File: config.mk
export PLATFORM = sky130hd
export DESIGN_NAME = hts_front
export DESIGN_NICKNAME = d
export VERILOG_FILES = /design/src/rtl/hts_pkg.sv /design/src/rtl/hts_front.sv
export SDC_FILE = /design/constraint.sdc
export NUM_CORES = 1
export LEC_CHECK = 0
export ABC_CLOCK_PERIOD_IN_PS = 10600
export BUFFER_PORTS_ARGS = -buffer_cell sky130_fd_sc_hd__buf_2
export CAP_MARGIN = 20
export CORE_UTILIZATION = 57
export DETAILED_ROUTE_END_ITERATION = 6
export PLACE_DENSITY = 0.95
export SLEW_MARGIN = 25
export SYNTH_ARGS = -nofsm -noshare
export SYNTH_HDL_FRONTEND = slang
export SYNTH_SLANG_ARGS = --single-unit
File: constraint.sdc
create_clock -name vclk -period 10.6
set_input_delay 0.53 -clock vclk [all_inputs]
set_output_delay 0.53 -clock vclk [all_outputs]
set_load 0.005 [all_outputs]
File: src/rtl/hts_pkg.sv
// ----------------------------------------------------------------------------
// hts_pkg
// Shared types and constants of the terrain height sampler.
// ----------------------------------------------------------------------------
package hts_pkg;

  localparam int unsigned ADDR_W     = 16;
  localparam int unsigned SAMPLE_W   = 16;
  localparam int unsigned COORD_W    = 17;
  localparam int unsigned FRAC_MAX   = 16;
  localparam int unsigned CFG_W      = 9;
  localparam int unsigned HEIGHT_W   = 16;
  localparam int unsigned CORNER_W   = 18;
  localparam int unsigned IN_DATA_W  = 72;
  localparam int unsigned STORE_DEPTH = 65536;

  // scaled height before the final divide by 257 stays below 2^25
  localparam int unsigned U_W        = 25;
  localparam int unsigned RECIP_W    = 26;
  localparam int unsigned RECIP_SHIFT = 33;
  localparam int unsigned Q_W        = 18;
  // floor(2^33 / 257), the estimate is never above the true quotient
  localparam logic [RECIP_W-1:0] RECIP_257 = 26'd33423870;
  localparam logic [8:0] DIV_257      = 9'd257;
  localparam logic [HEIGHT_W-1:0] HEIGHT_MAX = 16'd65280;
  localparam logic [CFG_W-1:0] CFG_RESET = 9'd256;

  typedef enum logic {
    REQ_WRITE = 1'b0,
    REQ_QUERY = 1'b1
  } req_e;

  typedef enum logic {
    CFG_MAP_WIDTH  = 1'b0,
    CFG_MAP_LENGTH = 1'b1
  } cfg_idx_e;

  // one classified item as it waits between front and back
  typedef struct packed {
    req_e                kind;
    logic                outside;
    logic                odd_row;
    logic [ADDR_W-1:0]   addr_bl;
    logic [ADDR_W-1:0]   addr_br;
    logic [ADDR_W-1:0]   addr_tl;
    logic [ADDR_W-1:0]   addr_tr;
    logic [SAMPLE_W-1:0] wdata;
    logic [FRAC_MAX-1:0] xf;
    logic [FRAC_MAX-1:0] zf;
  } hts_item_t;

endpackage

File: src/rtl/hts_front.sv
// ----------------------------------------------------------------------------
// hts_front
// Classifies a beat: write or query, inside test and corner addresses.
// ----------------------------------------------------------------------------
module hts_front #(
  parameter int unsigned MAX_WIDTH  = 256,
  parameter int unsigned MAX_LENGTH = 256,
  parameter int unsigned FRAC_BITS  = 8
) (
  input  logic [hts_pkg::CFG_W-1:0]    map_width_i,
  input  logic [hts_pkg::CFG_W-1:0]    map_length_i,
  input  hts_pkg::req_e                kind_i,
  input  logic [hts_pkg::ADDR_W-1:0]   sample_index_i,
  input  logic [hts_pkg::SAMPLE_W-1:0] sample_raw_i,
  input  logic [hts_pkg::COORD_W-1:0]  x_coord_i,
  input  logic [hts_pkg::COORD_W-1:0]  z_coord_i,
  output hts_pkg::hts_item_t           item_o
);
  import hts_pkg::*;

  localparam int unsigned WW   = $clog2(MAX_WIDTH + 1);
  localparam int unsigned LW   = $clog2(MAX_LENGTH + 1);
  localparam int unsigned XI_W = COORD_W - FRAC_BITS;

  logic [WW-1:0]     w_eff;
  logic [LW-1:0]     l_eff;
  logic [XI_W-1:0]   xi, zi;
  logic              outside;
  logic [31:0]       row_off;
  logic [ADDR_W-1:0] base, above;

  // saturate the map size to the built maximum
  assign w_eff = (32'(map_width_i) > MAX_WIDTH) ? WW'(MAX_WIDTH) : WW'(map_width_i);
  assign l_eff = (32'(map_length_i) > MAX_LENGTH) ? LW'(MAX_LENGTH) : LW'(map_length_i);

  // integer cell coordinates
  assign xi = x_coord_i[COORD_W-1:FRAC_BITS];
  assign zi = z_coord_i[COORD_W-1:FRAC_BITS];

  // inside test, negative coordinates caught by the sign bit
  assign outside = (w_eff < WW'(2)) | (l_eff < LW'(2)) |
                   x_coord_i[COORD_W-1] | z_coord_i[COORD_W-1] |
                   (32'(xi) >= 32'(w_eff) - 32'd1) |
                   (32'(zi) >= 32'(l_eff) - 32'd1);

  // linear corner addresses, wrapping at the store depth
  assign row_off = 32'(zi) * 32'(w_eff);
  assign base    = ADDR_W'(32'(xi) + row_off);
  assign above   = base + ADDR_W'(w_eff);

  always_comb begin
    item_o         = '0;
    item_o.kind    = kind_i;
    item_o.wdata   = sample_raw_i;
    item_o.outside = outside;
    item_o.odd_row = z_coord_i[FRAC_BITS];
    item_o.xf      = FRAC_MAX'(x_coord_i[FRAC_BITS-1:0]);
    item_o.zf      = FRAC_MAX'(z_coord_i[FRAC_BITS-1:0]);
    item_o.addr_br = base + 1'b1;
    item_o.addr_tl = above;
    item_o.addr_tr = above + 1'b1;
    item_o.addr_bl = (kind_i == REQ_WRITE) ? sample_index_i : base;
  end

endmodule

==> key figures, run 1 <==
Power
  – Maximum VDD drop: 0.000169 V
  – Pwr Density: 255 mW/mm^2
  – Power, Total: 1440 uW
  – Leakage power figure: 0.00307 uW

Synthesis
  – Synth warn: 0
  – Syn_area_per_cell: 8.11 um^2
  – Yosys top cell area share: 0.207
  – Area of the mapped netlist: 0.00531 mm^2
  – Leading cell types by count after synthesis: inv_1, ha_1, nand2_1
  – Most frequent cell after synthesis: inv_1
  – Area contributors post-synth: fa_1, ha_1, xnor2_1
  – Unique masters post-synth: 61
  – Post-Syn Instances: 655
  – Seq/Total Area, Yosys: 0
  – Synth area leader: fa_1

Route
  – DRT iter0 DRCs: 247
  – Via density: 5.67
  – Antenna Violating Nets Remaining: 0
  – WL final: 12600 um
  – Wirelength per Cell: 15.2 um
  – DRC Markers: 0
  – DR vias: 4700
  – TritonRoute pass-1 iters: 6

Floorplan
  – Die ar.: 0.00971 mm^2
  – Die span in x: 98.6 um
  – Core area: 0.00889 mm^2
  – FP Rows: 34
  – Initial Util: 0.598
  – IO Count: 200
  – Die H: 98.6 um

Hold path
  – Hold EP: item_o[17]
  – Hold depth: 0
  – Worst Hold Launch: x_coord_i[1]
  – Worst min-delay path class: primary input to output pin

GRT
  – Number of global-route vias before repair: 4691
  – First-pass GRT wire length: 20900 um
  – Initial antenna violation count: 0
  – Total grt overflow: 0
  – Largest net degree at the start of global routing: 22
  – Total GRT Usage: 0.260

Timing
  – Final setup violating endpoints: 0
  – Post-route clock period utilization: 0.823
  – Post-route setup TNS: 0 ps
  – Min Tclk post-route: 8720 ps
  – Final hold slack: 1060 ps
  – Tightest Pin Transition: 969 ps
  – Pins Over Slew Limit: 0
  – Max Fclk: 115 MHz
  – Final hold violation count: 0
  – RSZ-0062 raised after global routing: no
  – Rel. slew slack: 0.346

Clocking
  – Cts hold-fix bufs: 0
  – Setup Fix Bufs, Post-CTS: 0
  – Post_cts resized: 0

Cells and area
  – FF+latch area: 0 um^2
  – Share of cells above drive strength 1: 0.223
  – Final antenna diode count: 0
  – Clock buffer count: 0
  – Layout Area Growth over Synthesis: 6.33%
  – Seq Cell Count: 0
  – Nets: 938

Flow run
  – Max-cap violations: 0

Setup path
  – Arrival @ worst endpoint: 8190 ps
  – Critical Path RT: 10070 ps
  – Crit Path Category: primary input to output pin
  – Crit start category: primary input
  – CP endpoint kind: output pin
  – CP Max Fanout: 21

Placement
  – Global placer's final weighted congestion: 0.881
  – Hpwl dp: 10700 um
  – # port buffers: 120

Run status
  – Outcome: finished clean
-- cells by family after synthesis --
group	after synthesis	share of synthesized area
adder cells (fa/ha/maj)	130	0.384
other	1	0.000706
AO/OA/AOI/OAI	91	0.124
AND/OR/NAND/NOR	195	0.188
XOR/XNOR	71	0.123
multiplexers	16	0.0339
buffers and inverters	151	0.146
-- layout make-up --
| type | count | area, um^2 |
|---|---|---|
| Multi-Input combinational cell | 519 | 4600 |
| Fill cell | 729 | 3240 |
| Timing Repair Buffer | 122 | 616 |
| Inverter | 80 | 300 |
| Tap cell | 108 | 135 |
-- cell usage in the layout, fill, tap and decap left out, drive strengths merged, types with 16 or more instances in the layout --
cell,n
buf,122
a21oi,24
nand2,65
nor2,28
xnor2,48
ha,75
inv,80
conb,16
and2,41
fa,55
xor2,23
a21o,21
-- power breakdown --
group,switching [uW],internal [uW],total (uW),leakage [uW]
Combinational,809,634,1440,0.00307
Sequential,0,0,0,0
Clock,0,0,0,0
Total,809,634,1440,0.00307
-- worst max-delay path: stages --
cell and delay, ps:
buf_2 240, nor2b_1 800, nand2_1 210, fa_1 570
inv_1 50, fa_1 450, ha_1 330, fa_1 530
inv_1 50, fa_1 500, inv_1 50, ha_1 350
a21oi_1 220, o21ai_0 180, a21o_1 210, a21oi_1 170
xnor2_1 170, ha_1 370, o2111ai_1 150, o21ai_0 470
o311ai_0 440, nor4_4 320, xor2_2 270, o211ai_2 130
a21boi_2 170, xnor2_1 130, buf_2 140
-- metal layers --
metal  vias up  track usage  part of all wire
met3        54       0.0270             0.063
li1       2210            -                 -
met1      2227        0.295              0.38
met4         0       0.0918             0.032
met2       209        0.504              0.52
met5         -            0                 0
-- through the flow --
| step | area, um^2 | util | instances | worst slack, ps |
|---|---|---|---|---|
| CTS | 5640 | 0.635 | 829 | 1970 |
| finish | 5650 | 0.636 | 829 | 1880 |
| global placement | 5640 | 0.635 | 829 | 2310 |
| global route | 5650 | 0.636 | 829 | 1290 |
| detailed placement | 5640 | 0.635 | 829 | 1980 |
| floorplan | 5370 | - | 670 | 2990 |
-- how the worst max path moves through the flow --
stage / start / depth (start not counted) / slack, ps / to
floorplan: map_width_i[8] / 27 / 2990 / item_o[63]
global placement: map_width_i[8] / 27 / 2310 / item_o[63]
detailed placement: map_width_i[8] / 27 / 1980 / item_o[63]
CTS: map_width_i[8] / 27 / 1970 / item_o[63]
global route: map_width_i[8] / 27 / 1290 / item_o[63]
finish: map_width_i[8] / 27 / 1880 / item_o[63]
(Power assumes the default switching activity.)
==> inputs of run 2 (changes only) <==
- ABC_CLOCK_PERIOD_IN_PS: 10600 -> 8500
- CORE_UTILIZATION: 57 -> 53
- PLACE_DENSITY: 0.95 -> 0.9
- clock period: 10.6 -> 8.5 ns (I/O delays scaled with it)
==> key figures, run 2 (synthesized netlist as in run 1, its figures left out) <==
GRT
  – Number of global-route vias before repair: 4623 (was 4691)
  – Total grt overflow: 0 (unchanged)
  – First-pass GRT wire length: 20600 um (was 20900 um)
  – Largest net degree at the start of global routing: 22 (unchanged)
  – Total GRT Usage: 0.246 (was 0.260)
  – Initial antenna violation count: 0 (unchanged)

Placement
  – # port buffers: 120 (unchanged)
  – DP Worst Slack: 600 ps (was 1980 ps)
  – Hpwl dp: 10800 um (was 10700 um)
  – Placed inst area: 0.00572 mm^2 (was 0.00564 mm^2)
  – Dpl cells: 860 (was 829)
  – Global placer's final weighted congestion: 0.885 (was 0.881)

Cells and area
  – Nets: 944 (was 938)
  – Layout Area Growth over Synthesis: 7.63% (was 6.33%)
  – Most common cell after layout, fill and taps aside: buf_2 (unchanged)
  – Clock buffer count: 0 (unchanged)
  – FF+latch area: 0 um^2 (unchanged)
  – Commonest cells after routing, fill and taps aside: buf_2, inv_1, ha_1 (unchanged)
  – Final instance count without filler cells: 860 (was 829)
  – Seq Cell Count: 0 (unchanged)
  – Final instance area: 0.00572 mm^2 (was 0.00565 mm^2)
  – Final antenna diode count: 0 (unchanged)
  – Share of cells above drive strength 1: 0.226 (was 0.223)

Timing
  – Max Fclk: 126 MHz
  – Tightest Pin Transition: 910 ps (was 969 ps)
  – Post-route setup TNS: 0 ps (unchanged)
  – Min Tclk post-route: 7940 ps
  – Final hold violation count: 0 (unchanged)
  – Rel. slew slack: 0.386 (was 0.346)
  – Post-route clock period utilization: 0.935
  – Final setup violating endpoints: 0 (unchanged)
  – RSZ-0062 raised after global routing: no (unchanged)
  – Setup WS post-layout: 556 ps (was 1880 ps)
  – Pins Over Slew Limit: 0 (unchanged)

Setup path
  – Arrival @ worst endpoint: 7520 ps (was 8190 ps)
  – CP Max Fanout: 21 (unchanged)
  – CP startpoint: map_width_i[8] (unchanged)
  – Critical Path RT: 8080 ps (was 10070 ps)
  – CP endpoint kind: output pin (unchanged)
  – Crit start category: primary input (unchanged)
  – Crit Path Category: primary input to output pin (unchanged)

Floorplan
  – Die ar.: 0.0104 mm^2 (was 0.00971 mm^2)
  – FP Rows: 36 (was 34)
  – Die span in x: 102 um (was 98.6 um)
  – IO Count: 200 (unchanged)
  – Core area: 0.00973 mm^2 (was 0.00889 mm^2)
  – Initial Util: 0.546 (was 0.598)
  – Die H: 102 um (was 98.6 um)

Power
  – Maximum VDD drop: 0.000216 V (was 0.000169 V)
  – Pwr Density: 316 mW/mm^2 (was 255 mW/mm^2)
  – Leakage power figure: 0.00309 uW (was 0.00307 uW)

Route
  – DRT iter0 DRCs: 175 (was 247)
  – DRC Markers: 0 (unchanged)
  – Antenna Violating Nets Remaining: 0 (unchanged)
  – DR vias: 4758 (was 4700)
  – Wirelength per Cell: 14.7 um (was 15.2 um)
  – TritonRoute pass-1 iters: 5 (was 6)
  – Via density: 5.53 (was 5.67)
  – WL final: 12600 um (about the same)

Clocking
  – Post_cts resized: 0 (unchanged)
  – Setup Fix Bufs, Post-CTS: 0 (unchanged)
  – Cts hold-fix bufs: 0 (unchanged)

Flow run
  – Max-cap violations: 0 (unchanged)

Hold path
  – Worst min-delay path class: primary input to output pin (unchanged)
  – Worst Hold Launch: x_coord_i[1] (unchanged)

Run status
  – Outcome: finished clean (unchanged)
run 2: final cells by class:
class                      count  area [um^2]
tap                          133          166
timing repair buffer         128          661
inverter                      80          300
fill                         867         4010
multi-input combinational    519         4590
run 2: critical path, stage by stage:
cell and delay (ps):
buf_2 240, nor2b_1 340, buf_4 250, nand2_1 90, fa_1 550, inv_1 50, fa_1 500, inv_1 50
fa_1 480, inv_1 60, fa_1 540, inv_1 60, fa_1 510, inv_1 50, ha_1 370, xnor2_1 350
inv_1 140, ha_1 370, o2111ai_1 170, o21ai_0 410, o311ai_0 400, nor4_4 300, xor2_2 260, o211ai_2 130
a21boi_2 160, xnor2_1 120, buf_2 130
run 2: per-stage QoR:
step	total power [uW]	utilization	hold slack, ps
3_5_place_dp	1790	0.588	850
2_1_floorplan	1270	-	931
5_1_grt	2020	0.588	850
6_report	1800	0.588	850
3_3_place_gp	1740	0.588	850
4_1_cts	1800	0.588	850
run 2: where the power goes:
group | internal, uW | total, uW | switching (uW) | leakage, uW
registers | 0 | 0 | 0 | 0
clock network | 0 | 0 | 0 | 0
logic | 792 | 1800 | 1010 | 0.00309
run 2: final timing paths:
check | slack (ps) | cells past startpoint | endpoint
setup / recovery | 560 | 27 | item_o[63]
hold / removal | 850 | 0 | item_o[17]
run 2: per-layer routing:
metal	track usage	routed length, um	part of all wire	vias to the layer above
met3	0.0274	876	0.069	45
met4	0.0945	461	0.036	0
met5	0	0	0	-
met2	0.478	6560	0.52	217
met1	0.270	4740	0.37	2274
li1	-	-	-	2222
