File: src/rtl/hts_pkg.sv
// ----------------------------------------------------------------------------
// hts_pkg
// Shared types and constants of the terrain height sampler.
// ----------------------------------------------------------------------------
package hts_pkg;

  localparam int unsigned ADDR_W     = 16;
  localparam int unsigned SAMPLE_W   = 16;
  localparam int unsigned COORD_W    = 17;
  localparam int unsigned FRAC_MAX   = 16;
  localparam int unsigned CFG_W      = 9;
  localparam int unsigned HEIGHT_W   = 16;
  localparam int unsigned CORNER_W   = 18;
  localparam int unsigned IN_DATA_W  = 72;
  localparam int unsigned STORE_DEPTH = 65536;

  // scaled height before the final divide by 257 stays below 2^25
  localparam int unsigned U_W        = 25;
  localparam int unsigned RECIP_W    = 26;
  localparam int unsigned RECIP_SHIFT = 33;
  localparam int unsigned Q_W        = 18;
  // floor(2^33 / 257), the estimate is never above the true quotient
  localparam logic [RECIP_W-1:0] RECIP_257 = 26'd33423870;
  localparam logic [8:0] DIV_257      = 9'd257;
  localparam logic [HEIGHT_W-1:0] HEIGHT_MAX = 16'd65280;
  localparam logic [CFG_W-1:0] CFG_RESET = 9'd256;

  typedef enum logic {
    REQ_WRITE = 1'b0,
    REQ_QUERY = 1'b1
  } req_e;

  typedef enum logic {
    CFG_MAP_WIDTH  = 1'b0,
    CFG_MAP_LENGTH = 1'b1
  } cfg_idx_e;

  // one classified item as it waits between front and back
  typedef struct packed {
    req_e                kind;
    logic                outside;
    logic                odd_row;
    logic [ADDR_W-1:0]   addr_bl;
    logic [ADDR_W-1:0]   addr_br;
    logic [ADDR_W-1:0]   addr_tl;
    logic [ADDR_W-1:0]   addr_tr;
    logic [SAMPLE_W-1:0] wdata;
    logic [FRAC_MAX-1:0] xf;
    logic [FRAC_MAX-1:0] zf;
  } hts_item_t;

endpackage

File: src/rtl/hts_fifo.sv
// ----------------------------------------------------------------------------
// hts_fifo
// Short queue of classified items between front and back.
// ----------------------------------------------------------------------------
module hts_fifo #(
  parameter int unsigned DEPTH = 4
) (
  input  logic              clk_i,
  input  logic              rst_ni,
  input  logic              push_i,
  input  hts_pkg::hts_item_t push_item_i,
  output logic              full_o,
  input  logic              pop_i,
  output logic              vld_o,
  output hts_pkg::hts_item_t head_o
);
  import hts_pkg::*;

  localparam int unsigned PW = (DEPTH > 1) ? $clog2(DEPTH) : 1;
  localparam int unsigned CW = $clog2(DEPTH + 1);

  hts_item_t       slots_q [DEPTH];
  logic [PW-1:0]   wr_ptr_q, wr_ptr_d, rd_ptr_q, rd_ptr_d;
  logic [CW-1:0]   count_q, count_d;
  logic            do_push, do_pop;

  assign full_o  = (count_q == CW'(DEPTH));
  assign vld_o   = (count_q != '0);
  assign head_o  = slots_q[rd_ptr_q];
  assign do_push = push_i & ~full_o;
  assign do_pop  = pop_i & vld_o;

  // pointer and count update
  always_comb begin
    wr_ptr_d = wr_ptr_q;
    rd_ptr_d = rd_ptr_q;
    count_d  = count_q;
    if (do_push) begin
      wr_ptr_d = (wr_ptr_q == PW'(DEPTH - 1)) ? '0 : wr_ptr_q + 1'b1;
    end
    if (do_pop) begin
      rd_ptr_d = (rd_ptr_q == PW'(DEPTH - 1)) ? '0 : rd_ptr_q + 1'b1;
    end
    if (do_push && !do_pop) begin
      count_d = count_q + 1'b1;
    end else if (!do_push && do_pop) begin
      count_d = count_q - 1'b1;
    end
  end

  always_ff @(posedge clk_i or negedge rst_ni) begin
    if (!rst_ni) begin
      wr_ptr_q <= '0;
      rd_ptr_q <= '0;
      count_q  <= '0;
    end else begin
      wr_ptr_q <= wr_ptr_d;
      rd_ptr_q <= rd_ptr_d;
      count_q  <= count_d;
    end
  end

  // slot storage
  always_ff @(posedge clk_i) begin
    if (do_push) begin
      slots_q[wr_ptr_q] <= push_item_i;
    end
  end

endmodule

File: config.mk
export PLATFORM = sky130hd
export DESIGN_NAME = hts_fifo
export DESIGN_NICKNAME = d
export VERILOG_FILES = /design/src/rtl/hts_pkg.sv /design/src/rtl/hts_fifo.sv
export SDC_FILE = /design/constraint.sdc
export NUM_CORES = 1
export LEC_CHECK = 0
export ABC_AREA = 1
export BUFFER_PORTS_ARGS = -buffer_cell sky130_fd_sc_hd__buf_4
export CORE_ASPECT_RATIO = 2
export CORE_UTILIZATION = 40
export DETAILED_ROUTE_END_ITERATION = 7
export HOLD_SLACK_MARGIN = 0.08
export PLACE_DENSITY = 0.61
export SYNTH_ARGS = -nofsm -noshare
export SYNTH_HDL_FRONTEND = slang
export SYNTH_SLANG_ARGS = --single-unit
File: constraint.sdc
create_clock -name clk_i -period 5.7 [get_ports clk_i]
set_input_delay 0.285 -clock clk_i [delete_from_list [all_inputs] [get_ports clk_i]]
set_output_delay 0.285 -clock clk_i [all_outputs]
set_load 0.005 [all_outputs]
==> results.ini, run 1 <==
[outcome]
outcome = complete, no violations

[cts]
cts.sink_count = 467
clockRootBuffer = clkbuf_16
ctsLongestPathBuffers = 3
clk_pin_slew_ps = 60
cts_tree = yes
clk_latency_ps = 530
cts_buffers = 41
cts_hold_buf = 118
htreeDepth = 2
post_cts_buffers = 0
cts-resized-gates = 0

[finish]
layout-drive-gt1-share = 0.173
final_nets = 1860
synthToLayoutAreaGrowth_pct = 24.9
final_cells = 2326

[placed_design]
place_inst = 2138
gp_congestion = 0.736
portBuffers = 235
dp.final_hpwl_um = 22300

[route]
avgRoutedWirePerCell_um = 17.0
ant_nets = 0
route.detailed.drc = 0
firstDrtPassIters = 4
drt-total-wl_um = 39500
vias_per_cell = 4.88
drt-initial-drc-count = 527
via_count = 11400

[sta]
hold_viol = 0
layout_min_cycle_time_ps = 3240
worst_pin_slew_ps = 1020
fmax_mhz = 309
skew_ps = 12.0
relSlewSlack = 0.317
setup_viol = 0
grt_setup_unrepaired = no
post-route-period-util = 0.568
slew_violations = 0

[critical_path]
worstRegToRegCells = 5
crit_type = flop to output port
cp-startpoint = rd_ptr_q[1]$_DFFE_PN0P_
start_kind = flop
crit_cells = 5
worstPathArrival_ps = 2950
setup.worst_path.end_class = output port
cp_common_cell = buf_4
cp_cell_sequence = inv_4 -> buf_4 -> o211ai_1 -> nand2_1 -> buf_4
crit_family = buffers and inverters
crit_slowest_cell = dfrtp_4
worstPathMaxFanout = 61
crit_buf_inv = 3
critPathMaxStageDelay_ps = 770
r2r-start = count_q[0]$_DFFE_PN0P_
cp_data_required_time_ps = 5410

[global_route]
grt_pass1_vias = 11700
grt_pass1_wl_um = 60700
grt_usage = 0.167
grt_max_degree = 145
antenna_found_initial = 6
gr-total-overflow = 0

[synthesis]
yosysTopAreaCell = edfxtp_1
ys_warn_count = 0
netlist_area_um2 = 18500
synth_nets = 1527
yosysSeqAreaShare = 0.754
ys_top_cells_by_area = edfxtp_1, o211ai_1, nand2_1, inv_1, buf_2
syn_avg_cell_area_um2 = 13.2
ys_ff_latch = 467
synthesis.instances = 1401
ys_types = 16
synth_top_area_frac = 0.745

[run]
cap_violations = 0

[power_and_ir_drop]
peakVddDrop_mv = 0.343
p_total_mw = 10.9
power_density_nw_per_um2 = 473
leakagePower_nw = 9.07

[die]
die_area_um2 = 47300
die_h_um = 306
rows = 111
fp.dieW_um = 154
start_util = 0.405
core_um2 = 45800
ioPinCount = 236

[min_path]
hold_class = input pin to asynchronous set/reset pin

-- metal layers --
metal / part of all wire / global-route usage / up-vias
li1: - / - / 5530
met1: 0.37 / 0.171 / 5460
met2: 0.55 / 0.324 / 267
met3: 0.045 / 0.0288 / 85
met4: 0.035 / 0.0770 / 8
met5: 0.0011 / 0 / -
-- stage by stage --
| stage | area, um^2 | utilization | hold WS, ps | TNS [ps] | setup WS [ps] |
|---|---|---|---|---|---|
| 6_report | 23200 | 0.505 | 122 | 0 | 2460 |
| 2_1_floorplan | 18500 | - | -10.6 | -182920 | -398 |
| 3_5_place_dp | 20800 | 0.454 | 113 | 0 | 2870 |
| 5_1_grt | 23200 | 0.505 | 125 | 0 | 2240 |
| 4_1_cts | 23200 | 0.505 | 110 | 0 | 2330 |
| 3_3_place_gp | 20800 | 0.454 | 109 | 0 | 2890 |
-- layout by cell type, fill, tap and decap left out, types with 2 or more instances in the layout --
master / count
o211ai_1: 230
buf_12: 5
clkbuf_1: 7
nand2_1: 360
nor2_4: 4
clkinv_2: 4
nor2_1: 2
dfrtp_1: 5
ha_1: 6
buf_4: 243
clkinv_1: 12
nand3_1: 7
inv_1: 244
diode_2: 2
clkbuf_16: 41
edfxtp_1: 460
dfrtp_4: 2
dlygate4sd3_1: 118
clkinvlp_4: 3
-- worst reg2reg max path, delay by kind of cell (launching register included) --
kind | cells | cell delay (ps)
buffers and inverters | 2 | 650
flip-flops | 1 | 410
AND/OR/NAND/NOR | 3 | 1280
-- logic make-up (layout without fill, tap and decap cells) --
group                    count (synthesis)  count (layout)  synth area share
adder cells (fa/ha/maj)                  7               7           0.00513
XOR/XNOR                                 1               1          0.000472
AO/OA/AOI/OAI                          231             231            0.0934
other                                    0               2                 0
AND/OR/NAND/NOR                        374             374            0.0763
flip-flops                             467             467             0.754
buffers and inverters                  321             679            0.0702
-- flip-flops by register name (all words and copies together), names as in the netlist --
signal and cells:
slots_q 460, wr_ptr_q 2, rd_ptr_q 2, count_q 3
-- Yosys cell counts, drive strengths merged --
library cell / instances
dfrtp: 7
nand3: 7
edfxtp: 460
inv: 245
fa: 1
nor2: 6
buf: 51
clkbuf: 25
nand2: 360
o211ai: 230
xnor2: 1
ha: 6
nand4: 1
o21ai: 1
-- final cells by class --
| type | count | area (um^2) |
|---|---|---|
| clock inverter | 20 | 96.3 |
| antenna | 2 | 5.00 |
| fill | 3918 | 22700 |
| clock buffer | 48 | 1050 |
| inverter | 245 | 922 |
| tap | 565 | 707 |
| multi-input combinational | 613 | 3280 |
| timing repair buffer | 366 | 3110 |
| sequential | 467 | 14000 |
-- where the power goes --
part,switching [mW],internal (mW)
combinational,2.14,1.54
clock,1.13,1.31
sequential,0.320,4.51
-- worst paths after layout --
check,end,slack [ps]
worst max register to register,slots_q[0][34]$_DFFE_PP_,2960
min in group clk_i,slots_q[0][96]$_DFFE_PP_,490
worst min-delay path,count_q[0]$_DFFE_PN0P_,120
worst min register to register,count_q[2]$_DFFE_PN0P_,520
worst max-delay path,head_o[45],2460
max in group asynchronous,rd_ptr_q[1]$_DFFE_PN0P_,5430
Power figures use the tool's default switching activity.
==> run 2: changes to the inputs <==
ABC_AREA = 0   (was 1)
clock period = 2.7 ns   (was 5.7 ns; I/O delays follow)
==> results.ini, run 2 <==
[outcome]
outcome = complete, no violations

[power_and_ir_drop]
power_density_nw_per_um2 = 1030  ; +120%
leakagePower_nw = 7.55  ; -17%
p_total_mw = 22.7  ; +110%
peakVddDrop_mv = 0.688  ; +100%

[finish]
layout_common_cells = edfxtp_1, buf_4, dlygate4sd3_1, mux4_2, clkbuf_16
reg_top3 = slots_q: 460 flops, count_q: 3 flops
final_nets = 1154  ; -38%
final_cell_area_um2 = 22100  ; -4.7%
final_cells = 1600  ; -31%
utilization = 0.528  ; +0.0230
largest_reg_flops = 460  ; unchanged
layout-drive-gt1-share = 0.417  ; +0.245
final_common_cell = edfxtp_1
synthToLayoutAreaGrowth_pct = 29.9
regMostFlops = slots_q

[synthesis]
synth_nets = 764  ; -50%
ys_top_cells_by_area = edfxtp_1, mux4_2, dfrtp_1, ha_1, buf_2
synth_fa_ha_area_frac = 0.00560  ; +0.000468
synth-edff-count = 460  ; unchanged
ys_ff_latch = 467  ; unchanged
synth_top_family_by_area = multiplexers
synth_compound_area_frac = 0  ; -0.0934
syn_avg_cell_area_um2 = 26.6  ; +100%
ys_warn_count = 0  ; unchanged
yosysTopAreaCell = edfxtp_1
yosysMostFrequentCell = edfxtp_1
yosysSeqAreaShare = 0.823  ; +0.0688
netlist_area_um2 = 17000  ; -8.4%
synth_simple_gate_area_share = 0.00390  ; -0.0724
ys_top_cells_by_count = edfxtp_1, mux4_2, buf_2
synth_top_area_frac = 0.813  ; +0.0680
synthesis.instances = 638  ; -54%
synth_mux_area_frac = 0.156  ; +0.156
synth_flop_cell = edfxtp_1
ys_types = 20  ; +4
synth-xor-area-share = 0.00155  ; +0.00107
async_flop_share = 0.0150  ; unchanged

[global_route]
grt_usage = 0.166  ; -0.00145
grt_pass1_wl_um = 52700  ; -13%
grt_max_degree = 80  ; -45%
grt_pass1_vias = 8927  ; -24%
antenna_found_initial = 4  ; -2
gr-total-overflow = 0  ; unchanged

[route]
firstDrtPassIters = 4  ; unchanged
via_count = 7989  ; -30%
drt-total-wl_um = 35100  ; -11%
avgRoutedWirePerCell_um = 22.0  ; +29%
vias_per_cell = 4.99  ; +2.3%
drt-initial-drc-count = 390  ; -26%
ant_nets = 0  ; unchanged
route.detailed.drc = 0  ; unchanged

[sta]
relSlewSlack = 0.548  ; +0.232
post-route-period-util = 0.929
setup_slack_ps = 191  ; -2270 ps
setup-tns-final_ps = 0  ; unchanged
worst_pin_slew_ps = 677  ; -345 ps
hold_viol = 0  ; unchanged
slew_violations = 0  ; unchanged
setup_viol = 0  ; unchanged
layout_min_cycle_time_ps = 2510
holdWs_ps = 148  ; +25.2 ps
grt_setup_unrepaired = no
skew_ps = 14.9  ; +2.84 ps
fmax_mhz = 399

[placed_design]
dp_slack_ps = 455  ; -2420 ps
gp_congestion = 0.734  ; -0.27%
portBuffers = 235  ; unchanged
dp.final_hpwl_um = 21700  ; -2.8%
postPlaceCellArea_um2 = 19600  ; -5.8%
place_inst = 1407  ; -34%

[critical_path]
setup.worst_path.end_class = output port
crit_type = flop to output port
worstPathArrival_ps = 2370  ; -580 ps
worstPathMaxFanout = 21  ; -66%
start_kind = flop
regToRegSetupSlack_ps = 470  ; -2490 ps
cp_data_required_time_ps = 2570  ; -2840 ps

[die]
die_h_um = 293  ; -4.2%
die_area_um2 = 43400  ; -8.3%
fp.dieW_um = 148  ; -4.2%
ioPinCount = 236  ; unchanged
core_um2 = 41800  ; -8.8%
rows = 106  ; -4.5%
start_util = 0.407  ; +0.00215

[min_path]
hold_class = input pin to flop

[cts]
cts.sink_count = 467  ; unchanged
clk_pin_slew_ps = 70  ; about the same
clk_latency_ps = 550  ; +20 ps
cts_tree = yes
ctsLongestPathBuffers = 3  ; unchanged
cts_buffers = 41  ; unchanged
htreeDepth = 2  ; unchanged
clockRootBuffer = clkbuf_16

[run]
cap_violations = 0  ; unchanged

[run 2: cell types whose count changed in the layout (fill, tap and decap cells not counted), sizes merged, moves of 7 or more]
cell and change:
nand2 -358, inv -240, o211ai -230, mux4 +115, buf +7, nand3 -7
[run 2: critical path: stages (launching register included)]
cell and delay, ps:
dfrtp_4 750, buf_4 330, mux4_2 590, buf_4 160
[run 2: area by class of cell]
type / instances / area (um^2)
diodes: 1 / 2.50
inverters: 3 / 11.3
multi-input cells: 142 / 2850
flip-flops and latches: 467 / 14000
clock buffers: 50 / 1100
well taps: 540 / 676
repair buffers: 373 / 3260
clock inverters: 24 / 176
fillers: 3301 / 19700
[run 2: repair_timing]
item	in CTS	in global routing
endpoints found under the hold margin	469	0
gates resized for setup	0	0
buffers inserted	0	0
endpoints found under the setup margin	0	0
hold buffers	118	0
[run 2: final timing paths]
check	start	end	depth (start not counted)
worst max-delay path	rd_ptr_q[0]$_DFFE_PN0P_	head_o[12]	3
worst min-delay path	push_i	wr_ptr_q[1]$_DFFE_PN0P_	3
worst max register to register	count_q[2]$_DFFE_PN0P_	count_q[2]$_DFFE_PN0P_	8
worst min register to register	count_q[2]$_DFFE_PN0P_	count_q[2]$_DFFE_PN0P_	1
max in group asynchronous	rst_ni	rd_ptr_q[1]$_DFFE_PN0P_	3
min in group asynchronous	rst_ni	wr_ptr_q[1]$_DFFE_PN0P_	3
[run 2: kinds of logic after synthesis]
group,Yosys count
flip-flops,467
XOR/XNOR,3
buffers and inverters,29
AND/OR/NAND/NOR,12
multiplexers,120
adder cells (fa/ha/maj),7
[run 2: power by group]
group / switching [mW] / leakage [nW] / internal, mW
sequential: 0.418 / 4.29 / 9.56
combinational: 3.29 / 2.62 / 3.82
clock: 2.49 / 0.628 / 3.11
[run 2: metal layers]
metal / track usage / wire length [um] / part of all wire / up-vias
li1: - / - / - / 3524
met1: 0.180 / 12500 / 0.36 / 4171
met2: 0.309 / 19600 / 0.56 / 216
met3: 0.0314 / 1580 / 0.045 / 72
met4: 0.0739 / 1370 / 0.039 / 6
met5: 0 / 46 / 0.0013 / -
